### config.mk
export PLATFORM = sky130hd
export DESIGN_NAME = lgs_weight_unit
export DESIGN_NICKNAME = d
export VERILOG_FILES = /design/src/sv/lgs_pkg.sv /design/src/sv/lgs_weight_unit.sv
export SDC_FILE = /design/constraint.sdc
export NUM_CORES = 1
export LEC_CHECK = 0
export ABC_AREA = 1
export BUFFER_PORTS_ARGS = -buffer_cell sky130_fd_sc_hd__buf_2
export CORE_ASPECT_RATIO = 1.25
export CORE_MARGIN = 2
export CORE_UTILIZATION = 55
export CTS_BUF_LIST = sky130_fd_sc_hd__clkbuf_2
export DETAILED_ROUTE_END_ITERATION = 8
export PLACE_DENSITY = 0.74
export SLEW_MARGIN = 20
export SYNTH_ARGS = -nofsm -noshare
export SYNTH_HDL_FRONTEND = slang
export SYNTH_SLANG_ARGS = --single-unit
### constraint.sdc
create_clock -name clk -period 12.8 [get_ports clk]
set_input_delay 1.28 -clock clk [delete_from_list [all_inputs] [get_ports clk]]
set_output_delay 1.28 -clock clk [all_outputs]
set_load 0.005 [all_outputs]
### src/sv/lgs_pkg.sv
// Shared widths, register codes and operand types for the LDA token sampler.
`default_nettype none
package lgs_pkg;

  localparam int MAX_TOPICS  = 64;
  localparam int TOPIC_W     = 6;
  localparam int K_W         = 7;
  localparam int DOC_W       = 10;
  localparam int WORD_W      = 12;
  localparam int FRAC_W      = 32;
  localparam int DCNT_W      = 16;
  localparam int WCNT_W      = 20;
  localparam int TOT_W       = 24;
  localparam int DOC_ADDR_W  = DOC_W + TOPIC_W;
  localparam int WORD_ADDR_W = WORD_W + TOPIC_W;

  localparam int A_W = 33;   // alpha + nd<<16
  localparam int B_W = 37;   // beta + nw<<16
  localparam int C_W = 41;   // beta_bar + nt<<16
  localparam int P_W = A_W + B_W;
  localparam int W_W = 48;
  localparam int STEP_W = 7;

  localparam logic [W_W-1:0] WEIGHT_MAX = {W_W{1'b1}};

  // register codes, paddr[3:2]
  localparam logic [1:0] REG_NUM_TOPICS = 2'd0;
  localparam logic [1:0] REG_ALPHA      = 2'd1;
  localparam logic [1:0] REG_BETA       = 2'd2;
  localparam logic [1:0] REG_BETA_BAR   = 2'd3;

  typedef struct packed {
    logic [A_W-1:0] a;
    logic [B_W-1:0] b;
    logic [C_W-1:0] c;
  } lgs_wu_ops_t;

endpackage
`default_nettype wire

### src/sv/lgs_weight_unit.sv
// Iterative a*b/c weight unit: shift-add multiply, then restoring divide.
`default_nettype none
module lgs_weight_unit (
  input  wire logic                      clk,
  input  wire logic                      rst_n,
  input  wire logic                      start,
  input  wire lgs_pkg::lgs_wu_ops_t      ops,
  output logic                           done,
  output logic [lgs_pkg::W_W-1:0]        weight
);

  localparam logic [1:0] PH_IDLE = 2'd0;
  localparam logic [1:0] PH_MUL  = 2'd1;
  localparam logic [1:0] PH_DIV  = 2'd2;

  localparam logic [lgs_pkg::STEP_W-1:0] MUL_LAST = lgs_pkg::STEP_W'(lgs_pkg::B_W - 1);
  localparam logic [lgs_pkg::STEP_W-1:0] DIV_LAST = lgs_pkg::STEP_W'(lgs_pkg::P_W - 1);

  logic [1:0]                   phase_r, phase_nxt;
  logic [lgs_pkg::STEP_W-1:0]   cnt_r, cnt_nxt;
  logic                         done_r, done_nxt;
  logic [lgs_pkg::P_W-1:0]      mcand_r, mcand_nxt;
  logic [lgs_pkg::B_W-1:0]      mplier_r, mplier_nxt;
  logic [lgs_pkg::P_W-1:0]      prod_r, prod_nxt;
  logic [lgs_pkg::C_W-1:0]      den_r, den_nxt;
  logic [lgs_pkg::C_W-1:0]      rem_r, rem_nxt;
  logic [lgs_pkg::P_W-1:0]      quo_r, quo_nxt;
  logic [lgs_pkg::C_W:0]        trial;
  logic [lgs_pkg::C_W:0]        diff;
  logic                         fits;

  assign trial = {rem_r, prod_r[lgs_pkg::P_W-1]};
  assign diff  = trial - {1'b0, den_r};
  assign fits  = trial >= {1'b0, den_r};

  always_comb begin
    phase_nxt  = phase_r;
    cnt_nxt    = cnt_r;
    done_nxt   = 1'b0;
    mcand_nxt  = mcand_r;
    mplier_nxt = mplier_r;
    prod_nxt   = prod_r;
    den_nxt    = den_r;
    rem_nxt    = rem_r;
    quo_nxt    = quo_r;
    unique case (phase_r)
      PH_IDLE: begin
        if (start) begin
          mcand_nxt  = {{lgs_pkg::B_W{1'b0}}, ops.a};
          mplier_nxt = ops.b;
          den_nxt    = ops.c;
          prod_nxt   = '0;
          cnt_nxt    = '0;
          phase_nxt  = PH_MUL;
        end
      end
      PH_MUL: begin
        if (mplier_r[0]) prod_nxt = prod_r + mcand_r;
        mcand_nxt  = {mcand_r[lgs_pkg::P_W-2:0], 1'b0};
        mplier_nxt = {1'b0, mplier_r[lgs_pkg::B_W-1:1]};
        cnt_nxt    = cnt_r + 1'b1;
        if (cnt_r == MUL_LAST) begin
          cnt_nxt   = '0;
          rem_nxt   = '0;
          quo_nxt   = '0;
          phase_nxt = PH_DIV;
        end
      end
      PH_DIV: begin
        rem_nxt  = fits ? diff[lgs_pkg::C_W-1:0] : trial[lgs_pkg::C_W-1:0];
        quo_nxt  = {quo_r[lgs_pkg::P_W-2:0], fits};
        prod_nxt = {prod_r[lgs_pkg::P_W-2:0], 1'b0};
        cnt_nxt  = cnt_r + 1'b1;
        if (cnt_r == DIV_LAST) begin
          done_nxt  = 1'b1;
          phase_nxt = PH_IDLE;
        end
      end
      default: phase_nxt = PH_IDLE;
    endcase
  end

  always_ff @(posedge clk) begin
    if (!rst_n) begin
      phase_r <= PH_IDLE;
      done_r  <= 1'b0;
      cnt_r   <= '0;
    end else begin
      phase_r <= phase_nxt;
      done_r  <= done_nxt;
      cnt_r   <= cnt_nxt;
    end
    mcand_r  <= mcand_nxt;
    mplier_r <= mplier_nxt;
    prod_r   <= prod_nxt;
    den_r    <= den_nxt;
    rem_r    <= rem_nxt;
    quo_r    <= quo_nxt;
  end

  assign done   = done_r;
  // quotient above 48 bits saturates
  assign weight = (|quo_r[lgs_pkg::P_W-1:lgs_pkg::W_W]) ? lgs_pkg::WEIGHT_MAX
                                                        : quo_r[lgs_pkg::W_W-1:0];

endmodule
`default_nettype wire
# ---- After elaboration in Yosys (flattened, before gate mapping)
# Index checks and enable logic that the tools add are counted.
dict set report word_totals {
  reg_bits 339
  inputBits 114
  out_inout_bits 49
  elab_cells 54
}
dict set report op_classes {
  addsub 3
  n_lt_le_gt_ge 1
  eq_ne 8
  mux 21
  reduce_logical 12
}
# cell n
set op_table {}
lappend op_table {{2-to-1 mux 70 bit} 4}
lappend op_table {{one-hot mux 70 bit (2 select lines)} 2}
lappend op_table {{one-hot mux 70 bit (3 select lines)} 1}
lappend op_table {{2-to-1 mux 41 bit} 2}
lappend op_table {{one-hot mux 41 bit (2 select lines)} 1}
lappend op_table {{one-hot mux 37 bit (2 select lines)} 1}
lappend op_table {{adder 70 bit} 1}
lappend op_table {{2-to-1 mux 48 bit} 1}
lappend op_table {{>= comparator 42 x 41 -> 1 bit} 1}
lappend op_table {{subtractor 41 bit} 1}
lappend op_table {{2-to-1 mux 37 bit} 1}
lappend op_table {{OR reduction 22 bit} 1}
lappend op_table {{one-hot mux 7 bit (3 select lines)} 1}
lappend op_table {{2-to-1 mux 7 bit} 2}
lappend op_table {{AND reduction 2 bit} 5}
lappend op_table {{inequality test 2 bit, second input constant} 4}
lappend op_table {{adder 7 x 1 -> 7 bit, second input constant} 1}
lappend op_table {{== test 7 x 6 -> 1 bit, second input constant} 1}
lappend op_table {{== test 7 bit, second input constant} 1}
lappend op_table {{2-to-1 mux 2 bit} 3}
lappend op_table {{one-hot mux 2 bit (3 select lines)} 1}
lappend op_table {{AND reduction 3 bit} 2}
lappend op_table {{nonzero test 2 bit} 2}
lappend op_table {{nonzero test 3 bit} 1}
lappend op_table {{other kinds (4)} 4}

# ---- Logic depth before layout (Yosys ltp)
# Gate-level depths: netlist (run 1).
dict set report logic_depth {
  word_depth 3
  ltp_mapped 17
}

# ---- Worst setup path after synthesis (run 1)
# No wires, ideal clock.
dict set report synth_path {
  path_kind {register -> register}
  from {register phase_r[1]}
  to {register mcand_r[0] (netlist bit) (enable)}
  setup_ps 721
  arrival_ps 8377
  required_ps 12079
  slack_ps 3702
  stages_incl_launch_ff 6
  path_buffers 1
  period_less_slack_ps 9098
  path_cell_list {dfxtp_1 > inv_1 > ha_1 > inv_2 > clkbuf_1 > o21ai_0}
}
dict set report synth_between {
  elab_chain_len 3
  elab_cells_between_ends 5
  cone_classes {eq/ne (2); reduce/logical (3)}
}
# element line_no
set synth_rtl {}
lappend synth_rtl {{from (decl)} lgs_weight_unit.sv:19} ;# logic [1:0] phase_r, phase_nxt;
lappend synth_rtl {{from (signal assigned)} lgs_weight_unit.sv:89} ;# phase_r <= phase_nxt;
lappend synth_rtl {{== test 2 x 1 -> 1 bit or logical NOT 2 bit (tied branches)} lgs_weight_unit.sv:46} ;# unique case (phase_r)
lappend synth_rtl {{nonzero test 2 bit (no source line) or inequality test 2 bit (tied branches)} n/a}
lappend synth_rtl {{AND reduction 2 bit (no source line) (*)} n/a}
lappend synth_rtl {{to (signal assigned)} lgs_weight_unit.sv:93} ;# mcand_r <= mcand_nxt;
lappend synth_rtl {{to (decl)} lgs_weight_unit.sv:22} ;# logic [lgs_pkg::P_W-1:0] mcand_r, mcand_nxt;
# Mark *: on every way between the ends. The rest lies on a longest branch, timed or not.
# A chain may end at the register's enable or synchronous reset.

# ---- Worst setup path after layout (run 1)
dict set report layout_path {
  from {register quo_r[53] (netlist bit)}
  to {output weight[0] (netlist bit)}
}
dict set report layout_between {
  elab_chain_len 2
}
# element line_no
set layout_rtl {}
lappend layout_rtl {{from (decl)} lgs_weight_unit.sv:27} ;# logic [lgs_pkg::P_W-1:0] quo_r, quo_nxt;
lappend layout_rtl {{from (signal assigned)} lgs_weight_unit.sv:98} ;# quo_r <= quo_nxt;
lappend layout_rtl {{OR reduction 22 bit} lgs_weight_unit.sv:103} ;# assign weight = (|quo_r[lgs_pkg::P_W-1:lgs_pkg::W_W]) ? lgs_pkg::WEIGHT_MAX
lappend layout_rtl {{2-to-1 mux 48 bit} lgs_weight_unit.sv:103}
lappend layout_rtl {{to (decl)} lgs_weight_unit.sv:9} ;# output logic [lgs_pkg::W_W-1:0] weight
# No other way between the ends.

==> summary.md, run 1 <==
| Metric | Value |
|---|---|
| Status | `finished clean` |
| Post-synthesis compound-gate area fraction | `8.55%` |
| Initial Util | `55.5%` |
| Post-synth top flop | `edfxtp_1` |
| First-pass GRT wire length | `99500 um` |
| Largest family of logic cells by synthesized area | `simple AND/OR/NAND/NOR gates` |
| Drt drc | `0` |
| Post-synthesis sequential area ratio | `44.4%` |
| Rows | `83` |
| CTS tree | `built` |
| Most common cell in the netlist | `nand2_1` |
| Postcts setup bufs | `0` |
| Post-synthesis simple-gate area fraction | `29.0%` |
| Final net count | `3544` |
| Mapped Avg Cell Area | `7.30 um^2` |
| Leakage | `12.5 nW` |
| Syn. warnings | `0` |
| HPWL Detailed | `47600 um` |
| Syn-to-layout area delta | `9.31%` |
| Synth Area in Adders | `6.62%` |
| Root buf cell | `clkbuf_2` |
| Clock net sink count | `339` |
| Cells after Synth | `3112` |
| Setup violators final | `0` |
| Synth unique cells | `44` |
| Setup_tns | `0 ns` |
| Core ar. | `0.0409 mm^2` |
| GRT overflow | `0` |
| Dpl ws | `9.24 ns` |
| Syn nets | `3345` |
| Antenna violations before repair | `4` |
| Cells after DPL | `3777` |
| Layout cells sized above 1 | `9.93%` |
| Largest net degree at the start of global routing | `113` |
| Hold-fix buffers at CTS | `0` |
| Drt via density | `5.19` |
| R2R Path End | `cnt_r[4]$_SDFFE_PN0P_` |
| Multi-input gate area | `0.0103 mm^2` |
| Max-slew headroom | `25.9%` |
| Detail Route Antenna Nets | `0` |
| Post-CTS Resized | `0` |
| Post-synth EDFFs | `329` |
| Fmax | `216 MHz` |
| Fin crit period | `4.62 ns` |
| Input/output buffers | `162` |
| Reg2Reg Depth | `8` |
| Hold EP | `den_r[28]$_DFFE_PP_` |
| Tightest Pin Transition | `1.11 ns` |
| Synth top area cells | `edfxtp_1 (43%), nand2_1 (20%), inv_1 (9.1%)` |
| Final Cycle Share | `36.1%` |
| Crit Reg-Reg Startpoint | `phase_r[1]$_SDFFE_PN0P_` |
| Via count | `20400` |
| RePlAce Congestion | `0.968` |
| Dominant cell type by area after synthesis | `edfxtp_1` |
| Clk buf depth | `3` |
| Synth top cells by count | `nand2_1 (1182), inv_1 (550), edfxtp_1 (329)` |
| RSZ-0062 raised after global routing | `no` |
| Avg WL per Cell | `16.0 um` |
| Worst Setup Start Kind | `flop` |
| Synthesized area | `0.0227 mm^2` |
| Die H | `231 um` |
| Final Worst Setup Slack | `8.18 ns` |
| Non-Filler Instances | `3933` |
| Worst skew pair latency | `1.21 ns` |
| Total CTS buffers | `84` |
| Worst Setup Path Type | `reg2out` |
| Worst path slowest cell | `nor4_4` |
| Required time worst endpoint | `11.52 ns` |
| Worst vdd ir | `138 uV` |
| Worst hold stages | `1` |
| Slew Viols, Final | `0` |
| Power per cell area | `270 mW/mm^2` |
| Max Cap Viol | `0` |
| Tot GR Track Use | `29.5%` |
| HP Class | `in2reg` |
| Drt initial violations | `1358` |
| Async S/R FF share, synth | `0%` |
| Worst EP arrival | `3.34 ns` |
| Mux share of post-synthesis cell area | `0%` |
| Routed WL | `62800 um` |
| Critical path endpoint category | `primary output` |
| CP Cell Sequence | `nor4_1, nand4_1, nor4_4, buf_4, nand2_1, buf_2` |
| Vias in the first global route | `20300` |
| XOR/XNOR Fraction of Synth Area | `1.04%` |
| Sequential cell area | `0.0101 mm^2` |
| Crit-path max FO | `36` |
| Worst Skew | `0.183 ns` |
| Detailed Routing Iterations Pass 1 | `5` |
| Worst-path clk slew | `0.11 ns` |
| Worst stage delay on the critical path | `0.54 ns` |
| Synth top area share | `43.5%` |
| Fill cells | `3999` |
| R2R Setup Slk | `9.41 ns` |
| Die W | `186 um` |
| Number of I/O pins | `163` |
| Yosys reg bits | `339` |
| Hold Vio Cnt, Final | `0` |
| Die area | `0.0430 mm^2` |
| Worst hold path startpoint | `ops[28]` |
| H-tree levels | `3` |
## routing by layer
| metal | vias to the layer above | GRT usage, % | routed length [um] |
|---|---|---|---|
| met3 | 173 | 4.78 | 3090 |
| met5 | - | 0 | 29 |
| met2 | 542 | 53.3 | 31500 |
| li1 | 10300 | - | - |
| met1 | 9390 | 33.6 | 25400 |
| met4 | 4 | 14.2 | 2840 |
## kinds of logic (layout without fill, tap and decap cells)
logic type               after synthesis  count (layout)
AND/OR/NAND/NOR                     1647            1647
buffers and inverters                613             876
AO/OA/AOI/OAI                        367             367
flip-flops                           339             339
adder cells (fa/ha/maj)              119             119
XOR/XNOR                              27              27
other                                  0               6
## power by group
| part | internal (mW) | total [mW] | leakage [nW] | switching, mW |
|---|---|---|---|---|
| Sequential | 1.93 | 2.19 | 3.33 | 0.262 |
| Clock | 0.268 | 0.733 | 0.560 | 0.465 |
| Combinational | 1.10 | 3.77 | 8.59 | 2.67 |
| Total | 3.30 | 6.70 | 12.5 | 3.40 |
## through the flow
| stage | util, % | hold WS (ns) | area [um^2] | power, mW |
|---|---|---|---|---|
| after floorplan | - | 0.472 | 22700 | 4.91 |
| after global placement | 58.8 | 0.489 | 24100 | 5.88 |
| after detailed placement | 58.8 | 0.505 | 24100 | 5.94 |
| after CTS | 60.7 | 0.256 | 24800 | 6.70 |
| after global routing | 60.7 | 0.251 | 24800 | 7.28 |
| final | 60.7 | 0.350 | 24800 | 6.70 |
## worst max-delay path, delay by kind of cell, from the launching register on
| kind | cells | cell delay (ns) |
|---|---|---|
| DFF | 1 | 0.40 |
| and+or+nand+nor | 4 | 1.33 |
| buffers and inverters | 2 | 0.56 |
## layout by cell type, fill, tap and decap left out, types with 4 or more instances in the layout
cell type / instances
a21oi_1: 194
a32o_1: 4
and2_1: 4
buf_2: 162
buf_4: 8
clkbuf_2: 116
clkinv_1: 25
dfxtp_1: 10
diode_2: 6
edfxtp_1: 329
ha_1: 115
inv_1: 550
inv_2: 7
nand2_1: 1182
nand2_2: 4
nand3_1: 128
nand3b_1: 13
nand4_1: 13
nor2_1: 246
nor2_2: 9
nor3_1: 23
nor4_1: 7
o21a_1: 7
o21ai_0: 96
o21ai_1: 38
o21bai_1: 17
or2_2: 7
xnor2_1: 20
xor2_1: 7
## flip-flops by register name (all words and copies together) (netlist names)
name / flops
prod_r: 70
mplier_r: 37
phase_r: 2
cnt_r: 7
mcand_r: 70
done: 1
quo_r: 70
rem_r: 41
den_r: 41
## cell type report
class / count / share of cell area [%]
sequential: 339 / 40.6
inverter: 555 / 8.39
multi-input combinational: 2160 / 41.6
tap: 552 / 2.78
antenna: 6 / 0.0605
clock inverter: 34 / 0.685
timing repair buffer: 171 / 3.55
clock buffer: 116 / 2.34
## worst max path at each step
| stage | from | to | slack (ns) | depth (start not counted) |
|---|---|---|---|---|
| 6_report | quo_r[53]$_SDFFCE_PN0P_ | weight[0] | 8.18 | 6 |
| 5_1_grt | quo_r[49]$_SDFFCE_PN0P_ | weight[0] | 7.88 | 6 |
| 4_1_cts | quo_r[53]$_SDFFCE_PN0P_ | weight[11] | 8.08 | 6 |
| 3_5_place_dp | quo_r[53]$_SDFFCE_PN0P_ | weight[11] | 9.24 | 6 |
| 3_3_place_gp | quo_r[65]$_SDFFCE_PN0P_ | weight[3] | 9.41 | 5 |
| 2_1_floorplan | phase_r[1]$_SDFFE_PN0P_ | mcand_r[0]$_SDFFCE_PP0P_ | 3.70 | 5 |
Note: power is estimated with default switching activity, not from simulation.
==> run 2: changes to the inputs <==
Settings changed: PLACE_DENSITY 0.74 to 0.77.
Clock period 12.8 ns to 3.89 ns, I/O delays scaled along.
==> summary.md, run 2 (synthesis results as in run 1) <==
| Metric | Value |
|---|---|
| Sequential Power Share | `31.8% (-1.0 points)` |
| Power per cell area | `852 mW/mm^2 (+220%)` |
| R2R Setup Slk | `0.90 ns (-8.51 ns)` |
| Total CTS buffers | `86 (+2.4%)` |
| Tightest Pin Transition | `0.874 ns (-0.238 ns)` |
| Worst path slowest cell | `nor4_4` |
| H-tree levels | `3 (unchanged)` |
| Slew Viols, Final | `0 (unchanged)` |
| Die H | `231 um (unchanged)` |
| Avg WL per Cell | `16.7 um (+4.7%)` |
| Core ar. | `0.0409 mm^2 (unchanged)` |
| Worst hold path startpoint | `ops[69]` |
| Max-slew headroom | `41.7% (+16 points)` |
| Number of I/O pins | `163 (unchanged)` |
| Initial Util | `55.5% (unchanged)` |
| Hold Vio Cnt, Final | `0 (unchanged)` |
| HP Class | `in2reg` |
| Final Worst Setup Slack | `0.336 ns (-7.84 ns)` |
| Worst stage delay on the critical path | `0.42 ns (-0.12 ns)` |
| Crit-path max FO | `40 (+11%)` |
| Max Cap Viol | `0 (unchanged)` |
| Worst vdd ir | `568 uV (+310%)` |
| Drt drc | `0 (unchanged)` |
| Comb pwr share | `56.7% (+0.4 points)` |
| First-pass GRT wire length | `107000 um (+7.4%)` |
| Layout cells sized above 1 | `9.95% (+0.020 points)` |
| GR Util met1 | `35.2% (+1.6 points)` |
| Worst skew pair latency | `1.16 ns (-0.05 ns)` |
| GRT overflow | `0 (unchanged)` |
| Routed WL | `68600 um (+9.2%)` |
| Dpl ws | `1.01 ns (-8.22 ns)` |
| R2R Path End | `rem_r[8]$_SDFFCE_PN0P_` |
| Largest regs | `mcand_r x70, prod_r x70, quo_r x70` |
| Worst hold stages | `4 (+3)` |
| Leakage | `13.2 nW (+6.1%)` |
| Clk buf depth | `3 (unchanged)` |
| Int Power | `11.2 mW (+240%)` |
| Die area | `0.0430 mm^2 (unchanged)` |
| Clk pwr share | `11.5% (+0.6 points)` |
| Tot GR Track Use | `32.1% (+2.6 points)` |
| Largest net degree at the start of global routing | `113 (unchanged)` |
| Root buf cell | `clkbuf_2` |
| Gr busiest metal | `met2` |
| Input/output buffers | `162 (unchanged)` |
| HPWL Detailed | `49600 um (+4.3%)` |
| Most common cell after layout, fill and taps aside | `nand2_1` |
| RePlAce Congestion | `1.03 (+6.6%)` |
| Required time worst endpoint | `3.50 ns (-8.02 ns)` |
| Worst-path clk slew | `0.11 ns (about the same)` |
| Rows | `83 (unchanged)` |
| Most frequent cells in the layout | `nand2_1 (1182), inv_1 (550), edfxtp_1 (329), nor2_1 (246), a21oi_1 (194)` |
| Detail Route Antenna Nets | `0 (unchanged)` |
| Syn-to-layout area delta | `17.0%` |
| DP Area | `0.0242 mm^2 (+0.46%)` |
| Drt initial violations | `1484 (+9.3%)` |
| Final Cycle Share | `91.4%` |
| Detailed Routing Iterations Pass 1 | `6 (+1)` |
| CP Cell Sequence | `nor4_1, nand4_1, nor4_4, buf_6, nand2_1, buf_2` |
| Antenna violations before repair | `6 (+2)` |
| Postcts setup bufs | `0 (unchanged)` |
| Fin crit period | `3.55 ns` |
| Worst Setup Start Kind | `flop` |
| Switching Share | `50.4% (-0.25 points)` |
| Worst Skew | `0.114 ns (-0.0687 ns)` |
| Drt via density | `5.23 (+0.65%)` |
| Status | `finished clean` |
| Clock net sink count | `339 (unchanged)` |
| Crit Reg-Reg Startpoint | `den_r[8]$_DFFE_PP_` |
| CTS tree | `built` |
| Setup violators final | `0 (unchanged)` |
| Met3 Use GR | `5.55% (+0.77 points)` |
| Switching power | `11.4 mW (+240%)` |
| Routing usage on met2 | `57.0% (+3.8 points)` |
| Vias in the first global route | `21500 (+5.9%)` |
| Reg2Reg Depth | `12 (+4)` |
| Post-layout instance area | `0.0266 mm^2 (+7.0%)` |
| Final net count | `3711 (+4.7%)` |
| Via count | `21400 (+4.9%)` |
| Worst Setup Path Type | `reg2out` |
| Die W | `186 um (unchanged)` |
| Hold EP | `mplier_r[28]$_DFFE_PP_` |
| Critical path endpoint category | `primary output` |
| Worst EP arrival | `3.16 ns (-0.18 ns)` |
| Fmax | `281 MHz` |
[run 2: repair_timing]
action / in CTS / in global routing
endpoints found under the setup margin: 0 / 40
hold endpoints to repair: 140 / 0
resized for setup: 0 / 1
hold buffers: 157 / 0
[run 2: routing by layer]
metal | vias up | wire length, um
met5 | - | 0
met4 | 0 | 4290
met3 | 236 | 3680
met2 | 758 | 34300
met1 | 9800 | 26300
li1 | 10600 | -
[run 2: cell type report]
type | count | area, um^2
antenna | 9 | 22.5
clock buffer | 122 | 611
clock inverter | 27 | 195
fill | 3623 | 14300
inverter | 555 | 2080
multi-input combinational | 2160 | 10300
sequential | 339 | 10100
tap | 552 | 691
timing repair buffer | 336 | 2570
[run 2: critical path, delay by kind of cell (launching register included)]
kind                   cells  cell delay, ns
DFF                        1            0.41
buffers and inverters      2            0.49
and+or+nand+nor            4            1.09
[run 2: through the flow]
step                 TNS [ns]  std cells  total power, mW  hold WS, ns  util, %
global route        -0.000559       4097             24.5       0.0769     65.0
finish                      0       4100             22.7       0.0818     65.0
floorplan                   0       3112             16.0        0.472        -
detailed placement          0       3785             19.7        0.505     59.1
CTS                         0       4091             22.5      0.00349     64.9
global placement            0       3785             19.5        0.487     59.1
[run 2: worst max-delay path by stage]
stage / slack [ns] / endpoint / cells past startpoint / start
after floorplan: 0.49 / prod_r[0]$_DFFE_PP_ / 6 / phase_r[1]$_SDFFE_PN0P_
after global placement: 1.07 / rem_r[38]$_SDFFCE_PN0P_ / 12 / rem_r[28]$_SDFFCE_PN0P_
after detailed placement: 1.01 / rem_r[36]$_SDFFCE_PN0P_ / 13 / prod_r[69]$_DFFE_PP_
after CTS: 0.13 / weight[1] / 6 / quo_r[49]$_SDFFCE_PN0P_
after global routing: -0.0006 / weight[14] / 6 / quo_r[49]$_SDFFCE_PN0P_
final: 0.34 / weight[14] / 6 / quo_r[49]$_SDFFCE_PN0P_
[run 2: power groups by stage]
stage          combinational [mW]  clock [mW]  sequential (mW)
2_1_floorplan                8.96           0             7.01
3_3_place_gp                 12.3           0             7.20
3_5_place_dp                 12.5           0             7.25
4_1_cts                      12.6        2.66             7.19
5_1_grt                      14.3        2.83             7.38
6_report                     12.8        2.61             7.22
